### config.mk
export PLATFORM = sky130hd
export DESIGN_NAME = json_token_lexer_core
export DESIGN_NICKNAME = d
export VERILOG_FILES = /design/src/hw/rtl/jtl_pkg.sv /design/src/hw/rtl/json_token_lexer_core.sv
export SDC_FILE = /design/constraint.sdc
export NUM_CORES = 1
export LEC_CHECK = 0
export ABC_AREA = 1
export BUFFER_PORTS_ARGS = -buffer_cell sky130_fd_sc_hd__buf_4
export CAP_MARGIN = 20
export CORE_ASPECT_RATIO = 0.5
export CORE_MARGIN = 3
export CORE_UTILIZATION = 50
export CTS_CLUSTER_DIAMETER = 100
export DETAILED_ROUTE_END_ITERATION = 8
export PLACE_DENSITY = 0.79
export SKIP_CTS_REPAIR_TIMING = 1
export SLEW_MARGIN = 20
export SYNTH_ARGS = -nofsm -noshare
export SYNTH_HDL_FRONTEND = slang
export SYNTH_SLANG_ARGS = --single-unit
### constraint.sdc
create_clock -name clk_i -period 4.3 [get_ports clk_i]
set_input_delay 1.29 -clock clk_i [delete_from_list [all_inputs] [get_ports clk_i]]
set_output_delay 1.29 -clock clk_i [all_outputs]
set_load 0.02 [all_outputs]
### src/hw/rtl/jtl_pkg.sv
// Shared types and constants for the JSON token lexer.
package jtl_pkg;

  localparam int unsigned PosWidth = 16;
  localparam logic [PosWidth-1:0] PosMax = {PosWidth{1'b1}};

  localparam int unsigned FifoDepth = 4;
  localparam int unsigned FifoPtrW  = $clog2(FifoDepth);
  localparam int unsigned FifoCntW  = FifoPtrW + 1;

  typedef enum logic [3:0] {
    TokLbrace   = 4'd0,
    TokRbrace   = 4'd1,
    TokLbracket = 4'd2,
    TokRbracket = 4'd3,
    TokColon    = 4'd4,
    TokComma    = 4'd5,
    TokString   = 4'd6,
    TokError    = 4'd7,
    TokEof      = 4'd8
  } token_kind_e;

  localparam logic [7:0] ChLf     = 8'h0a;
  localparam logic [7:0] ChTab    = 8'h09;
  localparam logic [7:0] ChCr     = 8'h0d;
  localparam logic [7:0] ChSpace  = 8'h20;
  localparam logic [7:0] ChQuote  = 8'h22;
  localparam logic [7:0] ChBslash = 8'h5c;
  localparam logic [7:0] ChLbrace = 8'h7b;
  localparam logic [7:0] ChRbrace = 8'h7d;
  localparam logic [7:0] ChLbrack = 8'h5b;
  localparam logic [7:0] ChRbrack = 8'h5d;
  localparam logic [7:0] ChColon  = 8'h3a;
  localparam logic [7:0] ChComma  = 8'h2c;
  localparam logic [7:0] ChMinus  = 8'h2d;
  localparam logic [7:0] ChDig0   = 8'h30;
  localparam logic [7:0] ChDig9   = 8'h39;
  localparam logic [7:0] ChLowA   = 8'h61;
  localparam logic [7:0] ChLowZ   = 8'h7a;
  localparam logic [7:0] ChUpA    = 8'h41;
  localparam logic [7:0] ChUpZ    = 8'h5a;

  typedef struct packed {
    token_kind_e         kind;
    logic [PosWidth-1:0] start;
    logic [PosWidth-1:0] length;
    logic [PosWidth-1:0] row;
    logic [PosWidth-1:0] column;
    logic                last;
  } token_t;

endpackage

### src/hw/rtl/json_token_lexer_core.sv
// JSON token lexer: one byte per cycle in unless stalled; tokens out via a queue.
//
// Input channel (in_valid_i / in_ready_o): one text byte per transaction, or an
// end marker with no byte. Output channel (out_valid_o / out_ready_i): one token
// per transaction with kind, start offset, length, row, column and last_of_run.
// The lexer state and the token fields are worked out in the cycle the
// transaction is accepted and registered into a four-entry result queue; a
// token is offered on the output once the tokens ahead of it have been taken.
// With the receiver ready the block sustains one byte per cycle. An end marker
// with a string still open yields two tokens (error, then eof), and the queue
// absorbs the extra one.
// in_ready_o stays high while the queue has room for two tokens, so a stalled
// receiver fills the queue and then holds off the sender; nothing is dropped.
// Reset clears the queue, sets offset to 0, row and column to 1 and leaves the
// lexer outside any string. Offset, row and column saturate at their maximum.
module json_token_lexer_core (
  input  logic                          clk_i,
  input  logic                          rst_ni,
  input  logic                          in_valid_i,
  output logic                          in_ready_o,
  input  logic [7:0]                    text_byte_i,
  input  logic                          end_marker_i,
  output logic                          out_valid_o,
  input  logic                          out_ready_i,
  output logic [3:0]                    token_kind_o,
  output logic [jtl_pkg::PosWidth-1:0]  token_start_o,
  output logic [jtl_pkg::PosWidth-1:0]  token_length_o,
  output logic [jtl_pkg::PosWidth-1:0]  token_row_o,
  output logic [jtl_pkg::PosWidth-1:0]  token_column_o,
  output logic                          last_of_run_o
);

  localparam int unsigned PW = jtl_pkg::PosWidth;

  function automatic logic [PW-1:0] sat_inc(input logic [PW-1:0] v);
    return (v == jtl_pkg::PosMax) ? v : v + 1'b1;
  endfunction

  logic [PW-1:0] offset_q, offset_d;
  logic [PW-1:0] row_q, row_d;
  logic [PW-1:0] col_q, col_d;
  logic [PW-1:0] str_begin_q, str_begin_d;
  logic          in_str_q, in_str_d;
  logic          esc_q, esc_d;

  jtl_pkg::token_t             fifo_q [jtl_pkg::FifoDepth];
  logic [jtl_pkg::FifoPtrW-1:0] wr_ptr_q, rd_ptr_q;
  logic [jtl_pkg::FifoCntW-1:0] count_q;

  jtl_pkg::token_t res0, res1;
  logic [1:0]      push_n;
  logic            accept, pop;
  logic [7:0]      b;
  logic            is_ws, is_stub;
  logic [PW-1:0]   str_len;

  assign in_ready_o  = (count_q <= jtl_pkg::FifoCntW'(jtl_pkg::FifoDepth - 2));
  assign accept      = in_valid_i && in_ready_o;
  assign out_valid_o = (count_q != '0);
  assign pop         = out_valid_o && out_ready_i;

  assign b       = text_byte_i;
  assign is_ws   = (b == jtl_pkg::ChSpace) || (b == jtl_pkg::ChTab) ||
                   (b == jtl_pkg::ChCr) || (b == jtl_pkg::ChLf);
  assign is_stub = (b == jtl_pkg::ChMinus) ||
                   (b >= jtl_pkg::ChDig0 && b <= jtl_pkg::ChDig9) ||
                   (b >= jtl_pkg::ChLowA && b <= jtl_pkg::ChLowZ) ||
                   (b >= jtl_pkg::ChUpA && b <= jtl_pkg::ChUpZ);
  assign str_len = offset_q - str_begin_q;

  always_comb begin
    logic advance;
    advance     = 1'b0;
    offset_d    = offset_q;
    row_d       = row_q;
    col_d       = col_q;
    str_begin_d = str_begin_q;
    in_str_d    = in_str_q;
    esc_d       = esc_q;
    push_n      = 2'd0;
    res0        = '{kind: jtl_pkg::TokError, start: offset_q, length: '0,
                    row: row_q, column: col_q, last: 1'b1};
    res1        = '{kind: jtl_pkg::TokEof, start: offset_q, length: '0,
                    row: row_q, column: col_q, last: 1'b1};

    if (end_marker_i) begin
      in_str_d = 1'b0;
      esc_d    = 1'b0;
      if (in_str_q) begin
        res0.start  = str_begin_q;
        res0.length = str_len;
        res0.last   = 1'b0;
        push_n      = 2'd2;
      end else begin
        res0   = res1;
        push_n = 2'd1;
      end
    end else if (in_str_q) begin
      advance = 1'b1;
      if (esc_q) begin
        esc_d = 1'b0;
      end else if (b == jtl_pkg::ChQuote) begin
        res0.kind   = jtl_pkg::TokString;
        res0.start  = str_begin_q;
        res0.length = str_len;
        push_n      = 2'd1;
        in_str_d    = 1'b0;
      end else if (b == jtl_pkg::ChBslash) begin
        esc_d = 1'b1;
      end
    end else if (is_ws) begin
      advance = 1'b1;
    end else if (b == jtl_pkg::ChQuote) begin
      advance     = 1'b1;
      str_begin_d = sat_inc(offset_q);
      in_str_d    = 1'b1;
      esc_d       = 1'b0;
    end else begin
      advance     = 1'b1;
      push_n      = 2'd1;
      res0.length = PW'(1);
      case (b)
        jtl_pkg::ChLbrace: res0.kind = jtl_pkg::TokLbrace;
        jtl_pkg::ChRbrace: res0.kind = jtl_pkg::TokRbrace;
        jtl_pkg::ChLbrack: res0.kind = jtl_pkg::TokLbracket;
        jtl_pkg::ChRbrack: res0.kind = jtl_pkg::TokRbracket;
        jtl_pkg::ChColon:  res0.kind = jtl_pkg::TokColon;
        jtl_pkg::ChComma:  res0.kind = jtl_pkg::TokComma;
        default: begin
          res0.kind = jtl_pkg::TokError;
          if (is_stub) res0.length = '0;
        end
      endcase
    end

    if (advance) begin
      offset_d = sat_inc(offset_q);
      if (b == jtl_pkg::ChLf) begin
        row_d = sat_inc(row_q);
        col_d = PW'(1);
      end else begin
        col_d = sat_inc(col_q);
      end
    end
  end

  always_ff @(posedge clk_i or negedge rst_ni) begin
    if (!rst_ni) begin
      offset_q    <= '0;
      row_q       <= PW'(1);
      col_q       <= PW'(1);
      str_begin_q <= '0;
      in_str_q    <= 1'b0;
      esc_q       <= 1'b0;
    end else if (accept) begin
      offset_q    <= offset_d;
      row_q       <= row_d;
      col_q       <= col_d;
      str_begin_q <= str_begin_d;
      in_str_q    <= in_str_d;
      esc_q       <= esc_d;
    end
  end

  // Result queue storage: up to two tokens written per accepted transaction.
  always_ff @(posedge clk_i) begin
    if (accept && push_n != 2'd0) fifo_q[wr_ptr_q] <= res0;
    if (accept && push_n == 2'd2) fifo_q[wr_ptr_q + 1'b1] <= res1;
  end

  always_ff @(posedge clk_i or negedge rst_ni) begin
    if (!rst_ni) begin
      wr_ptr_q <= '0;
      rd_ptr_q <= '0;
      count_q  <= '0;
    end else begin
      if (accept) wr_ptr_q <= wr_ptr_q + jtl_pkg::FifoPtrW'(push_n);
      if (pop) rd_ptr_q <= rd_ptr_q + 1'b1;
      count_q <= count_q + (accept ? jtl_pkg::FifoCntW'(push_n) : '0)
                 - jtl_pkg::FifoCntW'(pop);
    end
  end

  assign token_kind_o   = fifo_q[rd_ptr_q].kind;
  assign token_start_o  = fifo_q[rd_ptr_q].start;
  assign token_length_o = fifo_q[rd_ptr_q].length;
  assign token_row_o    = fifo_q[rd_ptr_q].row;
  assign token_column_o = fifo_q[rd_ptr_q].column;
  assign last_of_run_o  = fifo_q[rd_ptr_q].last;

endmodule
==> metrics.md, run 1 <==
| Metric | Value |
|---|---|
| Hold path start | `fifo_q[1][0]` |
| RSZ-0062 raised after global routing | `no` |
| Yosys top cell by area | `edfxtp_1` |
| Fin. Hold Viols | `0` |
| Core region area | `between 30000 and 40000 sq um` |
| Placed Cells | `2489` |
| Setup violations, final | `0` |
| Clock buffer depth | `3` |
| Maximum number of pins on one net before global-route repair | `a little over 100` |
| Design Area, Final | `~19000 sq um` |
| Flop-to-flop setup slack | `roughly 1.5 ns` |
| Met3 routed WL | `3.81 mm` |
| Worst IR Drop VDD | `around 0.44 mV` |
| Status | `complete, no violations` |
| Most common cell in the netlist | `nand2_1` |
| Post-Route Skew | `between 0.01 and 0.015 ns` |
| TritonCTS clock tree | `built` |
| Crit path kind | `reg -> out` |
| PD cells | `approximately 650 nW/um^2` |
| Clock transition at path regs | `about 0.070 ns` |
| LEAKAGE | `around 7.7 nW` |
| Clk_lat worst skew | `0.59 ns` |
| Async SR Flop Fraction | `0.209` |
| Setup TNS Final | `0 ns` |
| CTS Buf Count | `31` |
| Post-synth EDFFs | `between 150 and 200` |
| Clock sink total | `349` |
| Top Metal Used | `met4` |
| Clock Power Share | `0.225` |
| Sequential power share | `0.371` |
| Share of the synthesized area in the top cell type | `0.333` |
| Worst slack at placement | `~0.57 ns` |
| Fmax | `255 MHz` |
| Sw frac | `0.406` |
| Met2 wire len | `slightly above 20 mm` |
| WP buf/inv | `4` |
| I/O pin count | `84` |
| Syn nets | `roughly 2.1k` |
| Maximum Capacitance Violations | `0` |
| GRT Overall Usage | `0.240` |
| Period utilization | `0.910` |
| First DRT Iteration DRCs | `~1.5k` |
| Int Pwr | `~7.4 mW` |
| Util after Layout | `0.575` |
| Row count | `47` |
| Total wire length | `around 45 mm` |
| WP data required | `~3.0 ns` |
| Combinational fraction of design power | `0.404` |
| # DRC | `0` |
| Min cycle time layout | `between 3 and 4 ns` |
| Setup slack after layout | `around 0.39 ns` |
| Final ANT Viol Nets | `0` |
| Post-synth design cell area | `~17000 sq um` |
| Sw Pwr | `just over 5 mW` |
| CP delay by family, top | `buffers and inverters` |
| Setup crit end kind | `primary output` |
| Post-DP Area | `18300 sq um` |
| Grt total ovfl | `0` |
| First-pass GRT wire length | `72.2 mm` |
| Gate count after technology mapping | `2015` |
| Die Area | `between 30000 and 40000 sq um` |
| Slew Limit Fails | `0` |
| M1 WL | `roughly 19 mm` |
| Synth unique cells | `44` |
| Slowest CP cell | `dfrtp_2` |
| Reg2reg end | `fifo_q[1][16]` |
| Number of global-route vias before repair | `13.7k` |
| Final nets | `between 2k and 2.5k` |
| Die height | `138 microns` |
| Warnings, synthesis | `0` |
| Slowest stage delay, CP | `approximately 0.66 ns` |
| Initial Util | `0.516` |
| Synth Area per Inst | `8.59 sq um` |
| HP Class | `reg -> reg` |
| Non-Filler Instances | `approximately 2.5k` |
| Hold Path Depth | `2` |
| Pre-antenna DRT Iters | `5` |
| DP Wirelength | `around 28 mm` |
| Per-cell routed wire length | `17.6 microns` |
| Hold Crit Endpoint | `fifo_q[1][0]` |
| GP Congestion | `approximately 0.9` |
| Yosys reg bits | `between 300 and 400` |
| Element type at the critical path start | `register` |
| Post-synth top flop | `edfxtp_1` |
| Layout area overhead | `11.5%` |
| Most common library cells after synthesis | `372 x nand2_1, 290 x nor2_1, 246 x o21ai_0` |
| Worst Tran Pin Value | `between 1 and 1.5 ns` |
| Vias | `14.5k` |
| Port Buffers | `83` |
| H-tree depth | `1` |
| Worst path arrival time | `2.62 ns` |
| R2R depth | `8` |
| Share of cells above drive strength 1 | `0.117` |
| CP dominant cell by count | `buf_4` |
| Die Wd | `roughly 270 microns` |
| Synth top area cells | `edfxtp_1 33%, dfrtp_1 10%, dfxtp_1 9.7%` |
| # diodes | `0` |
| Via density | `roughly 5.7` |
| FF-to-FF Start | `in_str_q` |
| CTS Root Cell | `clkbuf_16` |
| CP max FO | `34` |
| Sequential area share after synthesis | `0.536` |
| Critical path cell sequence | `inv_2 -> buf_4 -> buf_4 -> o21ai_0 -> a21oi_1 -> a21oi_1 -> buf_4` |
| Relative slew margins | `0.315` |
| Initial antenna violation count | `0` |
-- worst min-delay path, cell delays in order (launching register included) --
cell     delay (ns)
dfxtp_1        0.32
nand2_1        0.05
nand3_1        0.05
-- through the flow --
step | total power, mW | hold WS [ns]
4_1_cts | 12.5 | 0.458
3_5_place_dp | 9.73 | 0.443
5_1_grt | 13.2 | 0.478
2_1_floorplan | 7.82 | 0.424
3_3_place_gp | 9.62 | 0.435
6_report | 12.5 | 0.457
-- sequential cells by signal, summed over array words and instances (netlist names), 2 cells and up --
register	cells
fifo_q	276
col_q	16
offset_q	16
row_q	16
str_begin_q	16
count_q	3
rd_ptr_q	2
wr_ptr_q	2
-- kinds of logic (layout without fill, tap and decap cells) --
| logic type | count (synthesis) | after routing | share of synthesized area |
|---|---|---|---|
| buffers and inverters | 291 | 358 | 0.0735 |
| AO/OA/AOI/OAI | 455 | 455 | 0.144 |
| AND/OR/NAND/NOR | 863 | 863 | 0.212 |
| flip-flops | 349 | 349 | 0.536 |
| XOR/XNOR | 33 | 33 | 0.0167 |
| adder cells (fa/ha/maj) | 24 | 24 | 0.0182 |
-- cell type report --
type	instances	area, sq um
clock buffers	46	966
clock inverters	12	75.1
fillers	2835	14300
inverters	188	713
multi-input cells	1375	6770
flip-flops and latches	349	9280
well taps	465	582
repair buffers	112	916
-- cell usage in the layout (no fill, tap or decap), types with 2 or more instances in the layout --
| cell type | n |
|---|---|
| nor2_2 | 27 |
| nand4_1 | 25 |
| nand2_1 | 371 |
| nor3_1 | 27 |
| o21ai_1 | 40 |
| clkinv_2 | 6 |
| nor2_1 | 290 |
| buf_12 | 6 |
| nand3_1 | 96 |
| clkbuf_16 | 34 |
| buf_4 | 106 |
| or2_2 | 4 |
| o211ai_1 | 2 |
| o21ai_0 | 246 |
| inv_4 | 4 |
| edfxtp_1 | 192 |
| inv_2 | 13 |
| xor2_1 | 29 |
| o31ai_1 | 6 |
| nand3b_1 | 3 |
| clkinv_1 | 8 |
| dfxtp_1 | 84 |
| clkbuf_8 | 7 |
| o22ai_1 | 81 |
| fa_1 | 2 |
| dfstp_2 | 2 |
| ha_1 | 22 |
| dfrtp_1 | 69 |
| a21oi_1 | 62 |
| clkbuf_1 | 5 |
| nor2_4 | 3 |
| nand2_2 | 9 |
| o21a_1 | 2 |
| nand3_4 | 3 |
| o22ai_2 | 11 |
| inv_1 | 167 |
| xnor2_1 | 4 |
| nor3_2 | 2 |
-- power groups by stage --
| stage | clock, mW | sequential (mW) | combinational [mW] |
|---|---|---|---|
| floorplan | 0 | 4.52 | 3.30 |
| global route | 2.97 | 4.71 | 5.53 |
| global placement | 0 | 4.68 | 4.94 |
| finish | 2.83 | 4.65 | 5.06 |
| CTS | 2.84 | 4.63 | 5.06 |
| detailed placement | 0 | 4.70 | 5.03 |
-- how the worst max path moves through the flow --
stage	cells after the start	to	from	slack, ns
after global routing	7	token_length_o[4]	rd_ptr_q[1]	0.29
final	7	token_length_o[4]	rd_ptr_q[1]	0.39
after global placement	11	fifo_q[3][9]	text_byte_i[6]	0.64
after CTS	7	token_length_o[6]	rd_ptr_q[1]	0.42
after detailed placement	16	count_q[2]	text_byte_i[6]	0.57
after floorplan	15	count_q[2]	text_byte_i[6]	0.96
-- metal layers --
| layer | vias up | global-route usage |
|---|---|---|
| li1 | 6869 | - |
| met1 | 6892 | 0.326 |
| met2 | 648 | 0.404 |
| met3 | 85 | 0.0343 |
| met4 | 0 | 0.0707 |
| met5 | - | 0 |
(Power assumes the default switching activity.)
==> run 2: changes to the inputs <==
--- a/config.mk
+++ b/config.mk
@@ -8,12 +8,14 @@
 export ABC_AREA = 1
 export BUFFER_PORTS_ARGS = -buffer_cell sky130_fd_sc_hd__buf_4
 export CAP_MARGIN = 20
+export CELL_PAD_IN_SITES_DETAIL_PLACEMENT = 1
+export CELL_PAD_IN_SITES_GLOBAL_PLACEMENT = 1
 export CORE_ASPECT_RATIO = 0.5
 export CORE_MARGIN = 3
 export CORE_UTILIZATION = 50
 export CTS_CLUSTER_DIAMETER = 100
 export DETAILED_ROUTE_END_ITERATION = 8
-export PLACE_DENSITY = 0.79
+export PLACE_DENSITY = 0.95
 export SKIP_CTS_REPAIR_TIMING = 1
 export SLEW_MARGIN = 20
 export SYNTH_ARGS = -nofsm -noshare
==> constraint.sdc (replaced) <==
create_clock -name clk_i -period 4.6 [get_ports clk_i]
set_input_delay 1.38 -clock clk_i [delete_from_list [all_inputs] [get_ports clk_i]]
set_output_delay 1.38 -clock clk_i [all_outputs]
set_load 0.02 [all_outputs]
==> metrics.md, run 2 (synthesized netlist as in run 1, its figures left out) <==
| Metric | Value |
|---|---|
| # DRC | `0 (unchanged)` |
| Maximum number of pins on one net before global-route repair | `60 (was 103)` |
| Placed Cells | `2490 (was 2489)` |
| Worst path arrival time | `3.08 ns (was 2.62 ns)` |
| WP data required | `3.22 ns (was 3.01 ns)` |
| I/O pin count | `84 (unchanged)` |
| Row count | `47 (unchanged)` |
| # diodes | `0 (unchanged)` |
| PD cells | `642 nW/um^2 (was 649 nW/um^2)` |
| Reg area | `9280 sq um (unchanged)` |
| Hold Crit Endpoint | `fifo_q[2][39] (was fifo_q[1][0])` |
| Total power | `12.3 mW (was 12.5 mW)` |
| Share of cells above drive strength 1 | `0.115 (was 0.117)` |
| Commonest non-fill, non-tap cell in the layout | `nand2_1 (unchanged)` |
| Grt total ovfl | `0 (unchanged)` |
| Post-DP Area | `18300 sq um (about the same)` |
| FF-to-FF Start | `in_str_q (unchanged)` |
| Clock transition at path regs | `0.07 ns (about the same)` |
| Fin. Hold Viols | `0 (unchanged)` |
| Most frequent cells in the layout | `371 x nand2_1, 290 x nor2_1, 246 x o21ai_0, 192 x edfxtp_1, 167 x inv_1 (unchanged)` |
| RSZ-0062 raised after global routing | `no (unchanged)` |
| First DRT Iteration DRCs | `2069 (was 1523)` |
| Final nets | `2095 (was 2094)` |
| M1 GR Usage | `0.405 (was 0.326)` |
| Die Wd | `269 microns (unchanged)` |
| Flop-to-flop setup slack | `1.58 ns (was 1.50 ns)` |
| Status | `complete, no violations (unchanged)` |
| Reg2reg end | `fifo_q[1][3] (was fifo_q[1][16])` |
| Worst IR Drop VDD | `0.327 mV (was 0.438 mV)` |
| Die Area | `37000 sq um (unchanged)` |
| Maximum Capacitance Violations | `0 (unchanged)` |
| Final ANT Viol Nets | `0 (unchanged)` |
| Slew Limit Fails | `0 (unchanged)` |
| Met3 track demand over resource | `0.0651 (was 0.0343)` |
| Setup violations, final | `0 (unchanged)` |
| Non-Filler Instances | `2548 (was 2547)` |
| LEAKAGE | `7.62 nW (was 7.66 nW)` |
| CTS Root Cell | `clkbuf_16 (unchanged)` |
| Area occupied by multi-input gates | `6770 sq um (unchanged)` |
| Most used routing layer | `met2 (unchanged)` |
| Setup crit end kind | `primary output (unchanged)` |
| Post-Route Skew | `0.0216 ns (was 0.0101 ns)` |
| GRT Overall Usage | `0.345 (was 0.240)` |
| Number of global-route vias before repair | `17.5k (was 13.7k)` |
| Min cycle time layout | `approximately 4.5 ns` |
| Fmax | `about 220 MHz` |
| Max reg flops | `276 (unchanged)` |
| Reg with most FFs | `fifo_q (unchanged)` |
| Per-cell routed wire length | `25.6 microns (was 17.6 microns)` |
| Vias | `16.4k (was 14.5k)` |
| Hold Path Depth | `2 (unchanged)` |
| Initial antenna violation count | `1 (was 0)` |
| Hold path start | `fifo_q[2][39] (was fifo_q[1][0])` |
| Pre-antenna DRT Iters | `6 (was 5)` |
| H-tree depth | `1 (unchanged)` |
| First-pass GRT wire length | `99.7 mm (was 72.2 mm)` |
| Core region area | `33600 sq um (unchanged)` |
| Crit path kind | `reg -> out (unchanged)` |
| Port Buffers | `83 (unchanged)` |
| Layout area overhead | `10.9% (was 11.5%)` |
| GP Congestion | `0.890 (was 0.916)` |
| Setup TNS Final | `0 ns (unchanged)` |
| DP Wirelength | `37.7 mm (was 28.3 mm)` |
| Clock sink total | `349 (unchanged)` |
| Element type at the critical path start | `register (unchanged)` |
| Die height | `138 microns (unchanged)` |
| WHS | `0.468 ns (was 0.457 ns)` |
| Met2 usage | `0.599 (was 0.404)` |
| Period utilization | `0.969` |
| R2R depth | `10 (was 8)` |
| Via density | `6.43 (was 5.69)` |
| Total wire length | `65.2 mm (was 44.7 mm)` |
| Layout fillers | `3935 (was 2835)` |
| Worst Tran Pin Value | `0.864 ns (was 1.03 ns)` |
| Clk_lat worst skew | `0.62 ns (was 0.59 ns)` |
| TritonCTS clock tree | `built (unchanged)` |
| CTS Buf Count | `31 (unchanged)` |
| Design Area, Final | `19200 sq um (was 19300 sq um)` |
| HP Class | `reg -> reg (unchanged)` |
| Relative slew margins | `0.423 (was 0.315)` |
| Clock buffer depth | `3 (unchanged)` |
| Initial Util | `0.516 (unchanged)` |
| CP max FO | `53 (was 34)` |
## run 2: cell types whose count changed in the layout (fill, tap and decap cells not counted), sizes merged
cell    delta
inv        -1
bufinv     +1
clkinv     +5
buf        +1
clkbuf     -5
## run 2: area by class of cell
type	instances	area share
tap	465	0.0303
clock buffer	41	0.0429
multi-input combinational	1375	0.352
timing repair buffer	113	0.0474
clock inverter	17	0.00658
sequential	349	0.483
inverter	188	0.0371
## run 2: worst max path at each step
stage / slack, ns / end / startpoint
floorplan: 1.17 / count_q[2] / text_byte_i[6]
global placement: 0.77 / fifo_q[1][30] / text_byte_i[6]
detailed placement: 0.52 / fifo_q[1][17] / text_byte_i[6]
CTS: 0.22 / token_row_o[5] / rd_ptr_q[0]
global route: 0.10 / token_column_o[12] / rd_ptr_q[0]
finish: 0.14 / token_start_o[9] / rd_ptr_q[0]
## run 2: stage by stage
step	setup slack [ns]	util
after floorplan	1.17	-
after global placement	0.774	0.544
after detailed placement	0.517	0.544
after CTS	0.220	0.572
after global routing	0.101	0.572
final	0.141	0.572
## run 2: report_power, final
part / internal (mW) / leakage, nW / total, mW / switching [mW]
sequential: 3.94 / 3.35 / 4.49 / 0.549
clock: 1.33 / 0.469 / 2.63 / 1.30
combinational: 1.57 / 3.80 / 5.21 / 3.64
## run 2: metal layers
metal,up-vias,part of all wire
met5,-,0.00020
met4,2,0.063
met3,345,0.092
met2,1121,0.48
met1,8038,0.37
li1,6875,-
## run 2: worst max-delay path, stage by stage (launching register included)
cell     delay (ns)
dfrtp_4        0.84
buf_4          0.60
o21ai_0        0.19
o22ai_1        0.54
buf_4          0.25
